### src/hdl/ready_queue_scheduler_core_assert.svh
// Assertion macros shared by the scheduler RTL.
`ifndef READY_QUEUE_SCHEDULER_CORE_ASSERT_SVH
`define READY_QUEUE_SCHEDULER_CORE_ASSERT_SVH

// Plain invariant, checked every clock outside reset.
`define RQS_CHECK(label, cond, msg) \
  label: assert property (@(posedge clk) disable iff (!rst_n) (cond)) else $error(msg);

// Same-cycle implication, checked every clock outside reset.
`define RQS_CHECK_IMP(label, ante, cons, msg) \
  label: assert property (@(posedge clk) disable iff (!rst_n) (ante) |-> (cons)) \
    else $error(msg);

`endif

### src/hdl/rqs_pkg.sv
`timescale 1ns / 1ps
package rqs_pkg;
  localparam int QUEUE_DEPTH = 8;
  localparam int ADDR_BITS   = 10;
  localparam int LINE_W      = ADDR_BITS + 1;
  localparam int IDX_W       = $clog2(QUEUE_DEPTH);
  localparam int CNT_W       = $clog2(QUEUE_DEPTH + 1);
  localparam int PID_W       = 8;
  localparam int SCORE_W     = ADDR_BITS;
  localparam int CFG_W       = 4;
  localparam int IN_TDATA_W  = ((2 * ADDR_BITS + 7) / 8) * 8;
  localparam int OUT_BITS    = PID_W + LINE_W + 1 + 2 * ADDR_BITS;
  localparam int OUT_TDATA_W = ((OUT_BITS + 7) / 8) * 8;

  typedef enum logic [1:0] {
    POL_FCFS  = 2'd0,
    POL_SJF   = 2'd1,
    POL_RR    = 2'd2,
    POL_AGING = 2'd3
  } policy_t;

  typedef enum logic [1:0] {
    ST_ISSUED = 2'd0,
    ST_EMPTY  = 2'd1,
    ST_ADDED  = 2'd2,
    ST_FULL   = 2'd3
  } status_t;

  localparam logic [1:0] CFG_POLICY  = 2'd0;
  localparam logic [1:0] CFG_QUANTUM = 2'd1;
  localparam logic [1:0] CFG_SLICE   = 2'd2;

  localparam logic KIND_ADD  = 1'b0;
  localparam logic KIND_STEP = 1'b1;

  typedef struct packed {
    logic [PID_W-1:0]     pid;
    logic [ADDR_BITS-1:0] start;
    logic [ADDR_BITS-1:0] length;
    logic [SCORE_W-1:0]   score;
    logic [LINE_W-1:0]    pc;
  } rqs_entry_t;
endpackage

### src/hdl/ready_queue_scheduler_core.sv
`timescale 1ns / 1ps
// Ready-queue scheduler, one word in flight at a time, entries in one RAM (registered read).
// Add: an optional SJF/AGING scan for the insert position, a shift of entries toward the
//   tail, then the write. Step: an update of the selected entry, plus removal, an aging
//   pass or a promotion where they apply; all entry reads go through the single RAM read
//   port. A new word is accepted only once the previous result is registered for output.
// Reset (sync, rst_n low): queue empty, pid 0, cursor/slice/stop flag 0, policy FCFS,
//   quantum 2, aging slice 1. RAM contents are not cleared; slots past the count are unused.
module ready_queue_scheduler_core (
  input  logic                           clk,
  input  logic                           rst_n,
  input  logic                           in_tvalid,
  output logic                           in_tready,
  input  logic [rqs_pkg::IN_TDATA_W-1:0]  in_tdata,   // start_addr, prog_length
  input  logic [0:0]                     in_tuser,   // kind
  output logic                           out_tvalid,
  input  logic                           out_tready,
  output logic [rqs_pkg::OUT_TDATA_W-1:0] out_tdata,  // proc_id, line_addr, finished,
                                                     // release_start, release_length
  output logic [1:0]                     out_tuser,  // status
  input  logic                           cfg_valid,
  output logic                           cfg_ready,
  input  logic [1:0]                     cfg_index,
  input  logic [rqs_pkg::CFG_W-1:0]      cfg_data
);
  import rqs_pkg::*;

  typedef enum logic [18:0] {
    S_IDLE      = 19'h00001,
    S_SCAN_RD   = 19'h00002,
    S_SCAN_CHK  = 19'h00004,
    S_SHD_RD    = 19'h00008,
    S_SHD_WR    = 19'h00010,
    S_ADD_WR    = 19'h00020,
    S_STEP_WR   = 19'h00040,
    S_AGE_RD    = 19'h00080,
    S_AGE_WR    = 19'h00100,
    S_AGE_END   = 19'h00200,
    S_SHU_RD    = 19'h00400,
    S_SHU_WR    = 19'h00800,
    S_PRO_H     = 19'h01000,
    S_PRO_L     = 19'h02000,
    S_PRO_LCAP  = 19'h04000,
    S_PRO_SH_RD = 19'h08000,
    S_PRO_SH_WR = 19'h10000,
    S_PRO_W0    = 19'h20000,
    S_DONE      = 19'h40000
  } state_t;

  // entry RAM
  rqs_entry_t mem [QUEUE_DEPTH];
  rqs_entry_t rdata_r;
  logic             mem_we;
  logic [IDX_W-1:0] mem_waddr, mem_raddr;
  rqs_entry_t       mem_wdata;

  state_t state_r, state_nxt;
  logic [CNT_W-1:0]     count_r, count_nxt;
  logic [PID_W-1:0]     next_pid_r, next_pid_nxt;
  logic [IDX_W-1:0]     cursor_r, cursor_nxt;
  logic [3:0]           slice_r, slice_nxt;
  logic                 stopped_r, stopped_nxt;
  policy_t              policy_r, policy_nxt;
  logic [3:0]           quantum_r, quantum_nxt;
  logic [3:0]           aslice_r, aslice_nxt;
  logic [CNT_W-1:0]     k_r, k_nxt;
  logic [CNT_W-1:0]     pos_r, pos_nxt;
  logic [ADDR_BITS-1:0] len_r, len_nxt;
  logic [ADDR_BITS-1:0] st_r, st_nxt;
  logic [IDX_W-1:0]     idx_r, idx_nxt;
  logic                 done_r, done_nxt;
  logic                 allz_r, allz_nxt;
  logic                 prom_r, prom_nxt;
  logic [SCORE_W-1:0]   min_score_r, min_score_nxt;
  logic [IDX_W-1:0]     min_pos_r, min_pos_nxt;
  logic                 min_valid_r, min_valid_nxt;
  rqs_entry_t           h_r, h_nxt, l_r, l_nxt;
  status_t              res_status_r, res_status_nxt;
  logic [PID_W-1:0]     res_pid_r, res_pid_nxt;
  logic [LINE_W-1:0]    res_line_r, res_line_nxt;
  logic                 res_fin_r, res_fin_nxt;
  logic [ADDR_BITS-1:0] res_rs_r, res_rs_nxt, res_rl_r, res_rl_nxt;
  logic                 out_valid_r, out_valid_nxt;
  logic [OUT_TDATA_W-1:0] out_data_r, out_data_nxt;
  status_t              out_status_r, out_status_nxt;

  // scratch values
  logic [CNT_W-1:0]   kp1, km1, cnt_dec, idx_inc;
  logic [IDX_W-1:0]   step_idx;
  logic [LINE_W-1:0]  line_v;
  logic               done_v;
  logic [3:0]         slice_inc;
  logic [SCORE_W-1:0] s_dec;
  logic [CNT_W-1:0]   new_pos;
  rqs_entry_t         e_upd;

  assign in_tready  = (state_r == S_IDLE);
  assign out_tvalid = out_valid_r;
  assign out_tdata  = out_data_r;
  assign out_tuser  = out_status_r;
  assign cfg_ready  = 1'b1;

  assign kp1       = k_r + 1'b1;
  assign km1       = k_r - 1'b1;
  assign cnt_dec   = count_r - 1'b1;
  assign idx_inc   = CNT_W'(idx_r) + 1'b1;
  assign slice_inc = slice_r + 1'b1;
  assign step_idx  = (policy_r == POL_RR && CNT_W'(cursor_r) < count_r) ? cursor_r : '0;
  assign line_v    = LINE_W'(rdata_r.start) + rdata_r.pc - 1'b1;
  assign done_v    = rdata_r.pc >= LINE_W'(rdata_r.length);
  assign s_dec     = (rdata_r.score != '0) ? rdata_r.score - 1'b1 : rdata_r.score;
  assign new_pos   = done_r ? km1 : k_r;

  always_comb begin
    e_upd = rdata_r;
    e_upd.pc = rdata_r.pc + 1'b1;
  end

  always_comb begin
    state_nxt      = state_r;
    count_nxt      = count_r;
    next_pid_nxt   = next_pid_r;
    cursor_nxt     = cursor_r;
    slice_nxt      = slice_r;
    stopped_nxt    = stopped_r;
    policy_nxt     = policy_r;
    quantum_nxt    = quantum_r;
    aslice_nxt     = aslice_r;
    k_nxt          = k_r;
    pos_nxt        = pos_r;
    len_nxt        = len_r;
    st_nxt         = st_r;
    idx_nxt        = idx_r;
    done_nxt       = done_r;
    allz_nxt       = allz_r;
    prom_nxt       = prom_r;
    min_score_nxt  = min_score_r;
    min_pos_nxt    = min_pos_r;
    min_valid_nxt  = min_valid_r;
    h_nxt          = h_r;
    l_nxt          = l_r;
    res_status_nxt = res_status_r;
    res_pid_nxt    = res_pid_r;
    res_line_nxt   = res_line_r;
    res_fin_nxt    = res_fin_r;
    res_rs_nxt     = res_rs_r;
    res_rl_nxt     = res_rl_r;
    out_valid_nxt  = out_valid_r && !out_tready;
    out_data_nxt   = out_data_r;
    out_status_nxt = out_status_r;
    mem_we         = 1'b0;
    mem_waddr      = '0;
    mem_wdata      = rdata_r;
    mem_raddr      = '0;

    if (cfg_valid) begin
      case (cfg_index)
        CFG_POLICY:  policy_nxt  = policy_t'(cfg_data[1:0]);
        CFG_QUANTUM: quantum_nxt = cfg_data;
        CFG_SLICE:   aslice_nxt  = cfg_data;
        default: ;
      endcase
    end

    case (state_r)
      S_IDLE: begin
        mem_raddr = step_idx;
        if (in_tvalid) begin
          res_pid_nxt  = '0;
          res_line_nxt = '0;
          res_fin_nxt  = 1'b0;
          res_rs_nxt   = '0;
          res_rl_nxt   = '0;
          prom_nxt     = 1'b0;
          st_nxt       = in_tdata[ADDR_BITS-1:0];
          len_nxt      = in_tdata[2*ADDR_BITS-1:ADDR_BITS];
          if (in_tuser[0] == KIND_ADD) begin
            pos_nxt = count_r;
            k_nxt   = count_r;
            if (count_r == CNT_W'(QUEUE_DEPTH)) begin
              res_status_nxt = ST_FULL;
              state_nxt      = S_DONE;
            end else if ((policy_r inside {POL_SJF, POL_AGING}) && count_r != '0) begin
              k_nxt     = '0;
              state_nxt = S_SCAN_RD;
            end else begin
              state_nxt = S_SHD_RD;
            end
          end else if (count_r == '0) begin
            res_status_nxt = ST_EMPTY;
            state_nxt      = S_DONE;
          end else begin
            idx_nxt = step_idx;
            if (policy_r == POL_RR) cursor_nxt = step_idx;
            state_nxt = S_STEP_WR;
          end
        end
      end

      // find first strictly longer entry
      S_SCAN_RD: begin
        mem_raddr = k_r[IDX_W-1:0];
        state_nxt = S_SCAN_CHK;
      end
      S_SCAN_CHK: begin
        if (rdata_r.length > len_r) begin
          pos_nxt   = k_r;
          k_nxt     = count_r;
          state_nxt = S_SHD_RD;
        end else if (kp1 == count_r) begin
          k_nxt     = count_r;
          state_nxt = S_SHD_RD;
        end else begin
          k_nxt     = kp1;
          state_nxt = S_SCAN_RD;
        end
      end

      // open a hole at pos, moving entries toward the tail
      S_SHD_RD: begin
        mem_raddr = km1[IDX_W-1:0];
        state_nxt = (k_r == pos_r) ? S_ADD_WR : S_SHD_WR;
      end
      S_SHD_WR: begin
        mem_we    = 1'b1;
        mem_waddr = k_r[IDX_W-1:0];
        mem_wdata = rdata_r;
        k_nxt     = km1;
        state_nxt = S_SHD_RD;
      end
      S_ADD_WR: begin
        mem_we           = 1'b1;
        mem_waddr        = pos_r[IDX_W-1:0];
        mem_wdata.pid    = next_pid_r;
        mem_wdata.start  = st_r;
        mem_wdata.length = len_r;
        mem_wdata.score  = len_r;
        mem_wdata.pc     = LINE_W'(1);
        count_nxt        = count_r + 1'b1;
        next_pid_nxt     = next_pid_r + 1'b1;
        res_status_nxt   = ST_ADDED;
        res_pid_nxt      = next_pid_r;
        state_nxt        = S_DONE;
      end

      S_STEP_WR: begin
        mem_we         = 1'b1;
        mem_waddr      = idx_r;
        mem_wdata      = e_upd;
        done_nxt       = done_v;
        res_status_nxt = ST_ISSUED;
        res_pid_nxt    = rdata_r.pid;
        res_line_nxt   = line_v;
        res_fin_nxt    = done_v;
        if (done_v) begin
          res_rs_nxt = rdata_r.start;
          res_rl_nxt = rdata_r.length;
        end
        state_nxt = S_DONE;
        case (policy_r)
          POL_FCFS, POL_SJF: begin
            if (done_v) begin
              k_nxt     = '0;
              state_nxt = S_SHU_RD;
            end
          end
          POL_RR: begin
            slice_nxt = slice_inc;
            if (done_v) begin
              slice_nxt = '0;
              k_nxt     = CNT_W'(idx_r);
              state_nxt = S_SHU_RD;
            end else if (slice_inc >= quantum_r) begin
              slice_nxt  = '0;
              cursor_nxt = (idx_inc >= count_r) ? '0 : idx_inc[IDX_W-1:0];
            end
          end
          default: begin
            slice_nxt = slice_inc;
            if (done_v || slice_inc >= aslice_r) begin
              slice_nxt = '0;
              if (!stopped_r) begin
                // head keeps its score; it is a promotion candidate unless leaving
                allz_nxt      = (rdata_r.score == '0);
                min_score_nxt = rdata_r.score;
                min_pos_nxt   = '0;
                min_valid_nxt = !done_v;
                k_nxt         = CNT_W'(1);
                state_nxt     = (count_r > CNT_W'(1)) ? S_AGE_RD : S_AGE_END;
              end else if (done_v) begin
                k_nxt     = '0;
                state_nxt = S_SHU_RD;
              end
            end
          end
        endcase
      end

      // decrement scores of non-head entries, track first lowest
      S_AGE_RD: begin
        mem_raddr = k_r[IDX_W-1:0];
        state_nxt = S_AGE_WR;
      end
      S_AGE_WR: begin
        mem_we          = 1'b1;
        mem_waddr       = k_r[IDX_W-1:0];
        mem_wdata       = rdata_r;
        mem_wdata.score = s_dec;
        if (rdata_r.score != '0) allz_nxt = 1'b0;
        if (!min_valid_r || s_dec < min_score_r) begin
          min_score_nxt = s_dec;
          min_pos_nxt   = new_pos[IDX_W-1:0];
          min_valid_nxt = 1'b1;
        end
        k_nxt     = kp1;
        state_nxt = (kp1 == count_r) ? S_AGE_END : S_AGE_RD;
      end
      S_AGE_END: begin
        stopped_nxt = allz_r;
        if (done_r) begin
          prom_nxt  = 1'b1;
          k_nxt     = '0;
          state_nxt = S_SHU_RD;
        end else begin
          state_nxt = (min_pos_r == '0) ? S_DONE : S_PRO_H;
        end
      end

      // remove entry k, closing the gap toward the head
      S_SHU_RD: begin
        mem_raddr = kp1[IDX_W-1:0];
        if (kp1 >= count_r) begin
          count_nxt = cnt_dec;
          if (CNT_W'(cursor_r) >= cnt_dec) cursor_nxt = '0;
          if (cnt_dec == '0) begin
            slice_nxt   = '0;
            stopped_nxt = 1'b0;
          end
          if (prom_r && cnt_dec != '0 && min_pos_r != '0) state_nxt = S_PRO_H;
          else state_nxt = S_DONE;
        end else begin
          state_nxt = S_SHU_WR;
        end
      end
      S_SHU_WR: begin
        mem_we    = 1'b1;
        mem_waddr = k_r[IDX_W-1:0];
        mem_wdata = rdata_r;
        k_nxt     = kp1;
        state_nxt = S_SHU_RD;
      end

      // promotion: lowest to head, old head to tail
      S_PRO_H: begin
        mem_raddr = '0;
        state_nxt = S_PRO_L;
      end
      S_PRO_L: begin
        h_nxt     = rdata_r;
        mem_raddr = min_pos_r;
        state_nxt = S_PRO_LCAP;
      end
      S_PRO_LCAP: begin
        l_nxt     = rdata_r;
        k_nxt     = CNT_W'(min_pos_r);
        state_nxt = S_PRO_SH_RD;
      end
      S_PRO_SH_RD: begin
        mem_raddr = kp1[IDX_W-1:0];
        if (k_r == cnt_dec) begin
          mem_we    = 1'b1;
          mem_waddr = k_r[IDX_W-1:0];
          mem_wdata = h_r;
          state_nxt = S_PRO_W0;
        end else begin
          state_nxt = S_PRO_SH_WR;
        end
      end
      S_PRO_SH_WR: begin
        mem_we    = 1'b1;
        mem_waddr = k_r[IDX_W-1:0];
        mem_wdata = rdata_r;
        k_nxt     = kp1;
        state_nxt = S_PRO_SH_RD;
      end
      S_PRO_W0: begin
        mem_we    = 1'b1;
        mem_waddr = '0;
        mem_wdata = l_r;
        state_nxt = S_DONE;
      end

      S_DONE: begin
        if (!out_valid_r || out_tready) begin
          out_valid_nxt  = 1'b1;
          out_status_nxt = res_status_r;
          out_data_nxt   = OUT_TDATA_W'({res_rl_r, res_rs_r, res_fin_r, res_line_r, res_pid_r});
          state_nxt      = S_IDLE;
        end
      end

      default: state_nxt = S_IDLE;
    endcase
  end

  always_ff @(posedge clk) begin
    if (mem_we) begin
      mem[mem_waddr] <= mem_wdata;
    end
    rdata_r <= mem[mem_raddr];
  end

  always_ff @(posedge clk) begin
    if (!rst_n) begin
      state_r     <= S_IDLE;
      count_r     <= '0;
      next_pid_r  <= '0;
      cursor_r    <= '0;
      slice_r     <= '0;
      stopped_r   <= 1'b0;
      policy_r    <= POL_FCFS;
      quantum_r   <= 4'd2;
      aslice_r    <= 4'd1;
      out_valid_r <= 1'b0;
    end else begin
      state_r     <= state_nxt;
      count_r     <= count_nxt;
      next_pid_r  <= next_pid_nxt;
      cursor_r    <= cursor_nxt;
      slice_r     <= slice_nxt;
      stopped_r   <= stopped_nxt;
      policy_r    <= policy_nxt;
      quantum_r   <= quantum_nxt;
      aslice_r    <= aslice_nxt;
      out_valid_r <= out_valid_nxt;
    end
  end

  always_ff @(posedge clk) begin
    k_r          <= k_nxt;
    pos_r        <= pos_nxt;
    len_r        <= len_nxt;
    st_r         <= st_nxt;
    idx_r        <= idx_nxt;
    done_r       <= done_nxt;
    allz_r       <= allz_nxt;
    prom_r       <= prom_nxt;
    min_score_r  <= min_score_nxt;
    min_pos_r    <= min_pos_nxt;
    min_valid_r  <= min_valid_nxt;
    h_r          <= h_nxt;
    l_r          <= l_nxt;
    res_status_r <= res_status_nxt;
    res_pid_r    <= res_pid_nxt;
    res_line_r   <= res_line_nxt;
    res_fin_r    <= res_fin_nxt;
    res_rs_r     <= res_rs_nxt;
    res_rl_r     <= res_rl_nxt;
    out_data_r   <= out_data_nxt;
    out_status_r <= out_status_nxt;
  end

  `include "ready_queue_scheduler_core_assert.svh"

  `RQS_CHECK(a_count_range, count_r <= CNT_W'(QUEUE_DEPTH), "queue count beyond depth")
  `RQS_CHECK_IMP(a_idle_no_write, state_r == S_IDLE, !mem_we, "RAM written while idle")
  `RQS_CHECK_IMP(a_stop_nonempty, stopped_r, count_r != '0, "aging stop set on empty queue")
  `RQS_CHECK_IMP(a_count_step, count_r != $past(count_r),
                 (count_r == $past(count_r) + 1'b1) || (count_r == $past(count_r) - 1'b1),
                 "queue count jumped")
endmodule

### config.mk
export PLATFORM = sky130hd
export DESIGN_NAME = ready_queue_scheduler_core
export DESIGN_NICKNAME = d
export VERILOG_FILES = /design/src/hdl/rqs_pkg.sv /design/src/hdl/ready_queue_scheduler_core.sv
export VERILOG_INCLUDE_DIRS = /design/src /design/src/hdl
export SDC_FILE = /design/constraint.sdc
export NUM_CORES = 1
export LEC_CHECK = 0
export BUFFER_PORTS_ARGS = -buffer_cell sky130_fd_sc_hd__buf_4
export CAP_MARGIN = 20
export CORE_UTILIZATION = 25
export DETAILED_ROUTE_END_ITERATION = 7
export SYNTH_ARGS = -nofsm -noshare
export SYNTH_HDL_FRONTEND = slang
export SYNTH_SLANG_ARGS = --single-unit
### constraint.sdc
create_clock -name clk -period 6.6 [get_ports clk]
set_clock_uncertainty 0.2 [all_clocks]
set_input_delay 1.32 -clock clk [delete_from_list [all_inputs] [get_ports clk]]
set_output_delay 1.32 -clock clk [all_outputs]
set_load 0.02 [all_outputs]
# Word-level counts from Yosys, hierarchy flattened
# Memory sizes are Yosys's and may differ from the RTL's. A register that Yosys moved wholly into a read port is not among the register bits.
# Index checks and enable logic that the tools add are counted.
[totals]
regBits = 280
ramBits = 392
in_bits = 36
out_inout_bits = 45
elab_cells = 290
n_memories = 1
[classes]
add_sub_neg = 11
order_cmp = 10
eq_ne = 53
n_mux = 113
bitwise_logic = 1
n_reduce_logical = 62
[mem_list]
columns = ["memory", "depth", "word_bits", "read_ports", "rd_clocked_by_memory_dff", "wr", "line_no", "source"]
rows = [
  ["mem", 8, 49, 1, 1, 1, "ready_queue_scheduler_core.sv:51", "rqs_entry_t mem [QUEUE_DEPTH];"],
]
[ops]
columns = ["op", "n"]
rows = [
  ["one-hot mux 19 bit (17 select lines)", 1],
  ["two-way mux 19 bit", 13],
  ["one-hot mux 49 bit (5 select lines)", 1],
  ["two-way mux 10 bit", 10],
  ["two-way mux 4 bit", 23],
  ["one-hot mux 10 bit (2 select lines)", 3],
  ["two-way mux 3 bit", 17],
  ["two-way mux 49 bit", 1],
  ["one-hot mux 4 bit (2 select lines)", 5],
  ["inequality test 2 bit, second input constant", 19],
  ["one-hot mux 4 bit (7 select lines)", 1],
  ["one-hot mux 8 bit (3 select lines)", 1],
  ["one-hot mux 11 bit (2 select lines)", 1],
  ["== test 19 x 1 -> 1 bit, second input constant", 1],
  ["== test 19 x 10 -> 1 bit, second input constant", 1],
  ["== test 19 x 11 -> 1 bit, second input constant", 1],
  ["== test 19 x 12 -> 1 bit, second input constant", 1],
  ["== test 19 x 13 -> 1 bit, second input constant", 1],
  ["== test 19 x 14 -> 1 bit, second input constant", 1],
  ["== test 19 x 15 -> 1 bit, second input constant", 1],
  ["== test 19 x 16 -> 1 bit, second input constant", 1],
  ["== test 19 x 17 -> 1 bit, second input constant", 1],
  ["== test 19 x 18 -> 1 bit, second input constant", 1],
  ["== test 19 bit, second input constant", 1],
  ["67 further kinds", 143],
]

# Logic depth before layout (Yosys ltp)
# Gate-level depths: netlist of run 1.
[depth]
word_depth = 8
mapped_depth = 16
mapped_depth_nobuf = 15

# Worst setup path before layout of run 1
# No wires, ideal clock.
[synth_path]
path_kind = "flip-flop to flip-flop"
from = "reg count_r[0]"
to = "mem mem[3][0] (netlist name), enable pin"
setup_ns = 0.516
arrival_ns = 5.674
required_time_ns = 5.884
setup_slack_ns = 0.210
path_stages_with_launch = 11
path_buffers = 1
synth_period_minus_slack_ns = 6.390
path_cell_list = "dfxtp_1 inv_1 ha_1 clkbuf_1 xnor2_1 xor2_1 nand4_1 o211ai_1 a222oi_1 inv_1 nor3_1"
[synth_via]
elab_chain_len = 6
word_cells_on_any_way = 8
cone_classes = "add/sub (1); eq/ne (1); mux (6)"
[synth_rtl]
columns = ["item", "line_no", "source"]
rows = [
  ["from (decl)", "ready_queue_scheduler_core.sv:58", "logic [CNT_W-1:0] count_r, count_nxt;"],
  ["from (signal assigned)", "ready_queue_scheduler_core.sv:427", "count_r <= count_nxt;"],
  ["subtractor 4 x 1 -> 4 bit *", "ready_queue_scheduler_core.sv:105", "assign cnt_dec = count_r - 1'b1;"],
  ["== test 4 bit *", "ready_queue_scheduler_core.sv:370", "if (k_r == cnt_dec) begin"],
  ["two-way mux 1 bit", "ready_queue_scheduler_core.sv:370", ""],
  ["one-hot mux 1 bit (2 select lines)", "ready_queue_scheduler_core.sv:165", "case (state_r)"],
  ["two-way mux 1 bit", "ready_queue_scheduler_core.sv:407", "if (mem_we) begin"],
  ["two-way mux 1 bit (implied by the code)", "ready_queue_scheduler_core.sv:408", "mem[mem_waddr] <= mem_wdata;"],
  ["to (decl)", "ready_queue_scheduler_core.sv:51", ""],
]
# Mark *: on every way between the ends. The rest lies on a longest branch, timed or not.

# Final worst setup path of run 1
[layout_path]
from = "reg count_r[0]"
to = "mem mem[1][12] (netlist name), enable pin"
# The elaborated chain is that of the path after synthesis.

==> metrics.txt, run 1 <==
vias in the first global route about 18000; unrepaired setup endpoints after global routing false; Wirelength per Cell 20.33 um; final max-slew violation count 0; vias 18230; Multi-input gate area roughly 0.009 mm2; MaxCap Viol Count 0; CTS tree done; NumNets Final 2341; postcts setup bufs 0; routed metal-1 wirelength 36020 um; Top Metal Used met5; antenna-violating nets left 0; root buffer cell clkbuf_16; DIE HEIGHT ~350 um; Final Power 10.17 mW; predominant post-synthesis flop cell edfxtp_1; clock-pin slew on the worst setup and hold paths 0.06 ns; DRT Pass-1 Iters 7; drt via density 4.681; num rows 127; latest clock arrival within the worst-skew pair 0.65 ns; Clock Sinks 721; fin crit period 5.010 ns; Die X-Extent between 300 and 400 um; GRT overflow 0; Residual DRC 0; LEAKAGE 12.37 nW; hold_buf cts 0; Initial Util 25.29%; Post-synth EDFFs between 600 and 700; total negative slack 0 ns; Antenna Cells 0; IO buf count 75; ys async rst share 0%; cell area after layout 0.03537 mm2; final setup vio count 0; worst path required time 6.71 ns; Area Growth Syn to Fin 16.43%; RD Place Congestion 0.8815; Ys Warns 0; register area roughly 0.021 mm2; Fin. Hold Viols 0; H-tree levels 3; max incr delay on CP 0.83 ns; DR iter-0 viols between 1500 and 2000; Final Util 29.44%; final WL a little under 80000 um; PwrDens between 200 and 300 mW/mm2; Synth Instances 2137; average size of a mapped cell 14.21 um2; status completed; crit path kind reg2reg; Post-Syn Area slightly above 0.03 mm2; peak supply drop 0.1838 mV; I/O pins 81; first-pass GRT wire length ~120000 um; Worst slew margin ~30%; max frequency 199.6 MHz; critical path startpoint category flop; crit end category flop; layout cell share with drive strength beyond 1 between 10% and 20%; Crit Path Max Fanout 21; die area 0.1229 mm2; core box area roughly 0.12 mm2; DP Area 0.03294 mm2; FF+latch count, synth 721; CP arrival 5.12 ns; hold crit path type reg2reg; fillers 12080; gr usage total 12.83%; Netlist cell types 71; hold_ws 0.2176 ns; syn_nets 2255; CTS resizes 0; TritonCTS buffer count 74; slowest CP cell nor2_4; CP Cell Sequence inv_1, ha_1, xnor2_1, xor2_1, nand4_1, o211ai_1, a222oi_1, nand2b_1, nor2_4, buf_4; DR WL met2 between 30000 and 40000 um; register area share after synthesis approximately two thirds; DP HPWL ~48000 um; fin crit share 75.91%; actual slew at the worst max-slew pin 1.057 ns; initial antenna violation count 3; Max Root-Sink Buffers 3; maximum number of pins on one net before global-route repair 133; routed wl met3 6399 um
==> cell families after synthesis <==
| family | after synthesis | share of synthesized area [%] |
|---|---|---|
| other | 1 | 0.01235 |
| DFF | 721 | 68.01 |
| xor gates and xnor gates | 51 | 1.470 |
| adders and majority gates | 82 | 3.402 |
| AOI/OAI and AO/OA | 372 | 9.025 |
| muxes | 186 | 6.652 |
| and+or+nand+nor | 517 | 8.510 |
| buffers and inverters | 207 | 2.916 |
==> power by group <==
group / switching (mW) / internal [mW]
combinational: 0.495 / 0.266
sequential: 0.119 / 5.12
clock: 1.82 / 2.36
==> cells in the mapped netlist (4+ instances only) <==
| cell | count | area (um2) |
|---|---|---|
| nor2b_1 | 42 | 262.8 |
| nor3b_1 | 6 | 45.04 |
| nand3_1 | 29 | 145.1 |
| o22ai_1 | 40 | 250.2 |
| nand2b_1 | 20 | 125.1 |
| nor4_2 | 4 | 50.05 |
| dfxtp_1 | 99 | 1982 |
| xor2_1 | 19 | 166.4 |
| inv_1 | 102 | 382.9 |
| or3_1 | 11 | 68.82 |
| nor2_1 | 116 | 435.4 |
| a222oi_1 | 47 | 470.5 |
| a221oi_1 | 18 | 157.7 |
| o211ai_1 | 11 | 82.58 |
| nand4_1 | 18 | 112.6 |
| o22ai_2 | 8 | 100.1 |
| mux2_2 | 95 | 1070 |
| xnor2_1 | 32 | 280.3 |
| buf_1 | 6 | 22.52 |
| edfxtp_1 | 622 | 18680 |
| buf_2 | 32 | 160.2 |
| nand2_1 | 161 | 604.3 |
| and3_1 | 8 | 50.05 |
| o21ai_0 | 50 | 250.2 |
| clkbuf_1 | 52 | 195.2 |
| and4_1 | 4 | 35.03 |
| a31oi_1 | 7 | 43.79 |
| a21o_1 | 26 | 195.2 |
| and2_1 | 8 | 50.05 |
| a221o_1 | 7 | 70.07 |
| nor4_1 | 22 | 137.6 |
| a211oi_1 | 73 | 548.0 |
| a22oi_1 | 8 | 60.06 |
| nor3_1 | 42 | 210.2 |
| buf_4 | 6 | 45.04 |
| mux2_4 | 8 | 120.1 |
| or2_2 | 4 | 25.02 |
| buf_6 | 6 | 67.56 |
| a22o_1 | 8 | 70.07 |
| mux2i_1 | 83 | 830.8 |
| nand3b_1 | 9 | 67.56 |
| ha_1 | 81 | 1013 |
| a21oi_1 | 42 | 210.2 |
==> flip-flops by register name, summed over array words and instances (netlist names), 8 cells and up <==
name,flops
h_r,49
res_rl_r,10
mem,392
len_r,10
res_rs_r,10
out_tdata,40
rdata_r,11
res_line_r,11
st_r,10
min_score_r,10
e_upd,38
next_pid_r,8
l_r,49
res_pid_r,8
state_r,19
==> routing by layer <==
metal | GRT usage, % | up-vias
met5 | 0 | -
met4 | 3.146 | 2
met3 | 3.186 | 111
met2 | 19.61 | 678
met1 | 18.06 | 9056
li1 | - | 8379
==> through the flow <==
step | setup WS (ns) | instances
2_1_floorplan | 0.2102 | 2137
6_report | 1.590 | 3894
5_1_grt | 1.313 | 3894
3_3_place_gp | 1.770 | 3759
3_5_place_dp | 1.720 | 3759
4_1_cts | 1.661 | 3894
==> area by class of cell <==
cell class	instances	area share, %
Clock buffer	85	5.437
Clock inverter	50	1.429
Inverter	104	1.104
Multi-Input combinational cell	1209	25.37
Sequential cell	721	58.41
Tap cell	1612	5.703
Timing Repair Buffer	113	2.540
==> final timing paths <==
kind / start / slack [ns] / depth (start not counted) / end
worst max-delay path: count_r[0] / 1.59 / 10 / mem[1][12]
worst min-delay path: res_line_r[7] / 0.22 / 0 / out_tdata[15]
worst max register to register: count_r[0] / 1.59 / 10 / mem[1][12]
worst min register to register: res_line_r[7] / 0.22 / 0 / out_tdata[15]
==> worst max-delay path: cells and delay by family (launching register included) <==
| family | cells | cell delay [ns] |
|---|---|---|
| AND/OR/NAND/NOR | 3 | 1.58 |
| AO/OA/AOI/OAI | 2 | 0.89 |
| buffers and inverters | 2 | 0.60 |
| flip-flops | 1 | 0.57 |
| XOR/XNOR | 2 | 0.45 |
| adder cells (fa/ha/maj) | 1 | 0.35 |
==> placed cells by master (no fill, tap or decap), types with 18 or more instances in the layout <==
cell type	netlist	layout
clkbuf_16	0	74
nand3_1	29	29
inv_1	102	102
dfxtp_1	99	99
a222oi_1	47	47
o22ai_1	40	40
a221oi_1	18	18
nor2_1	116	108
nand4_1	18	18
a21oi_1	42	42
nor2b_1	42	41
o21ai_0	50	49
mux2_2	95	95
xor2_1	19	19
a211oi_1	73	73
nor3_1	42	39
ha_1	81	81
nor4_1	22	21
a21o_1	26	25
nand2b_1	20	20
nand2_1	161	161
xnor2_1	32	32
buf_4	6	109
edfxtp_1	622	622
mux2i_1	83	83
Power figures use the tool's default switching activity.
==> run 2: changes to the inputs <==
ABC_AREA = 1   (was not set)
clock period = 4.6 ns   (was 6.6 ns; I/O delays follow)
==> run 2 against run 1 <==
Compared with the run above:
- clock power is 53% higher
- setup slack worse by 0.99 ns
- synthesized cell count is 55% higher
- first-iteration DRC count is 3.3% higher
- fmax is 25% higher
- global-route usage is 0.27 points higher
- wire length is 13% higher
- sequential cell count stayed put
- critical path depth is 3 higher
- final cell count is 33% higher
- critical path type unchanged
- largest cell class unchanged
==> metrics.txt, run 2 <==
LEAKAGE around 16 nW; max frequency between 200 and 300 MHz; TritonCTS buffer count 75; hold_buf cts 0; clock network fraction of total power 41.9%; CTS resizes 0; synth cell count leaders nand2_1, edfxtp_1, inv_1; RD Place Congestion 0.9272; worst path required time 4.71 ns; I/O pins 81; postcts setup bufs 0; Int Power between 10 and 15 mW; die area 0.1341 mm2; GRT overflow 0; switch share between 20% and 30%; fillers 13590; Residual DRC 0; DR iter-0 viols 1755; MaxCap Viol Count 0; antenna-violating nets left 0; final setup vio count 0; Final Power about 15 mW; ys async rst share 0%; critical path startpoint category flop; NumNets Final 3490; Top reg by flops mem; hold crit path type reg2reg; status completed; final WL 89710 um; peak supply drop about 0.23 mV; IO buf count 75; vias 23480; core box area 0.1315 mm2; PwrDens between 300 and 400 mW/mm2; maximum number of pins on one net before global-route repair 197; FF+latch count, synth 721; reg2reg setup slack ~0.6 ns; drt via density around 4.5; H-tree levels 3; DRT Pass-1 Iters 5; Fin. Hold Viols 0; Antenna Cells 0; Initial Util about 25%; fin crit period 4.000 ns; DIE HEIGHT about 370 um; CP arrival 4.11 ns; Synth area leader edfxtp_1; commonest non-fill, non-tap cell in the layout nand2_1; total negative slack 0 ns; Multi-input gate area 0.009567 mm2; most frequent cells in the layout nand2_1, edfxtp_1, inv_1; final max-slew violation count 0; predominant post-synthesis flop cell edfxtp_1; Wirelength per Cell approximately 17 um; Post-synth EDFFs 622; register area share after synthesis 62.32%; initial antenna violation count 1; Inst Count DP between 5000 and 6000; root buffer cell clkbuf_16; Worst slew margin 0.4112%; number of flip-flops in the largest register 392; Ys Warns 0; Synth Instances 3314; actual slew at the worst max-slew pin 1.494 ns; latest clock arrival within the worst-skew pair 0.64 ns; average size of a mapped cell 10.00 um2; Post-Syn Area about 0.033 mm2; syn_nets 3432; Crit Path Max Fanout 24; DP HPWL 54030 um; first-pass GRT wire length 136000 um; Die X-Extent 366.1 um; CTS tree done; Max Root-Sink Buffers 3; clock-pin slew on the worst setup and hold paths ~0.06 ns; register area between 0.02 and 0.025 mm2; crit path kind reg2reg; most common cell in the netlist nand2_1; Netlist cell types 56; Area Growth Syn to Fin 16.51%; top cells by area, synth edfxtp_1, nand2_1, inv_1, dfxtp_1, nand3_1; Largest regs mem: 392 flops, h_r: 49 flops, l_r: 49 flops; fin crit share 86.95%; area share of the largest cell type after synthesis 56.34%; Net Sw Power 3.641 mW; layout cell share with drive strength beyond 1 9.170%; Seq pwr share 49.7%; gr usage total 13.09%; num rows between 100 and 150; unrepaired setup endpoints after global routing false; crit end category flop; combinational share of power under 10%; vias in the first global route approximately 22000; Final Non-Filler Cells between 5000 and 6000; Clock Sinks 721; Final Util 29.38%
-- run 2: cell types whose count changed after synthesis, moves of 83 or more --
cell,previous run,this run
nand3_1,29,282
nand2_1,161,666
mux2i_1,83,0
inv_1,102,610
nand4_1,18,224
mux2_2,95,0
-- run 2: cell type report --
cell class | instances | area share, %
multi-input combinational | 1819 | 24.77
tap | 1755 | 5.686
timing repair buffer | 134 | 3.188
clock inverter | 37 | 1.189
inverter | 621 | 6.039
clock buffer | 103 | 5.634
sequential | 721 | 53.49
-- run 2: power groups by stage --
| stage | Combinational (mW) | Clock [mW] | Sequential, mW |
|---|---|---|---|
| CTS | 1.28 | 6.53 | 7.59 |
| floorplan | 0.829 | 0 | 7.65 |
| detailed placement | 1.27 | 0 | 7.73 |
| finish | 1.29 | 6.41 | 7.59 |
| global route | 1.41 | 6.76 | 7.61 |
| global placement | 1.26 | 0 | 7.73 |
-- run 2: metrics by stage --
step           hold slack [ns]  worst slack [ns]  area (um2)
5_1_grt                 0.2202            0.4567       38620
3_5_place_dp            0.2045            0.6382       35980
2_1_floorplan           0.2003         -0.006386       33150
4_1_cts                 0.2179            0.6209       38610
6_report                0.2162            0.6004       38620
3_3_place_gp            0.2019            0.6024       35980
-- run 2: worst paths after layout --
check,startpoint,to,cells past startpoint
max,state_r[3],mem[6][44],13
max reg2reg,state_r[3],mem[6][44],13
min reg2reg,res_pid_r[3],out_tdata[3],0
min,res_pid_r[3],out_tdata[3],0
-- run 2: logic make-up after synthesis --
| kind of cell | share of synthesized area, % |
|---|---|
| AO/OA/AOI/OAI | 5.186 |
| XOR/XNOR | 0.5549 |
| flip-flops | 62.32 |
| other | 0.01131 |
| AND/OR/NAND/NOR | 19.62 |
| buffers and inverters | 9.183 |
| adder cells (fa/ha/maj) | 3.118 |
-- run 2: worst max-delay path: stages (launching register included) --
cell and delay [ns]:
dfxtp_1 0.36, nor2_2 0.06, nand2_1 0.22, nor2_4 0.12, nand2_1 0.13, inv_2 0.05
nand2_1 0.13, nand3_1 0.23, nor2_2 0.33, nand2_1 0.18, a21oi_2 0.47, o21ai_1 0.42
nor2_4 0.47, buf_12 0.29
-- run 2: metal layers --
metal	routed length, um	track usage, %	part of all wire (%)	vias to the layer above
met5	0	0	0	-
met4	2474	4.675	2.8	0
met3	5140	1.811	5.7	137
met2	43490	22.50	48	656
met1	38600	16.71	43	11370
li1	-	-	-	11310
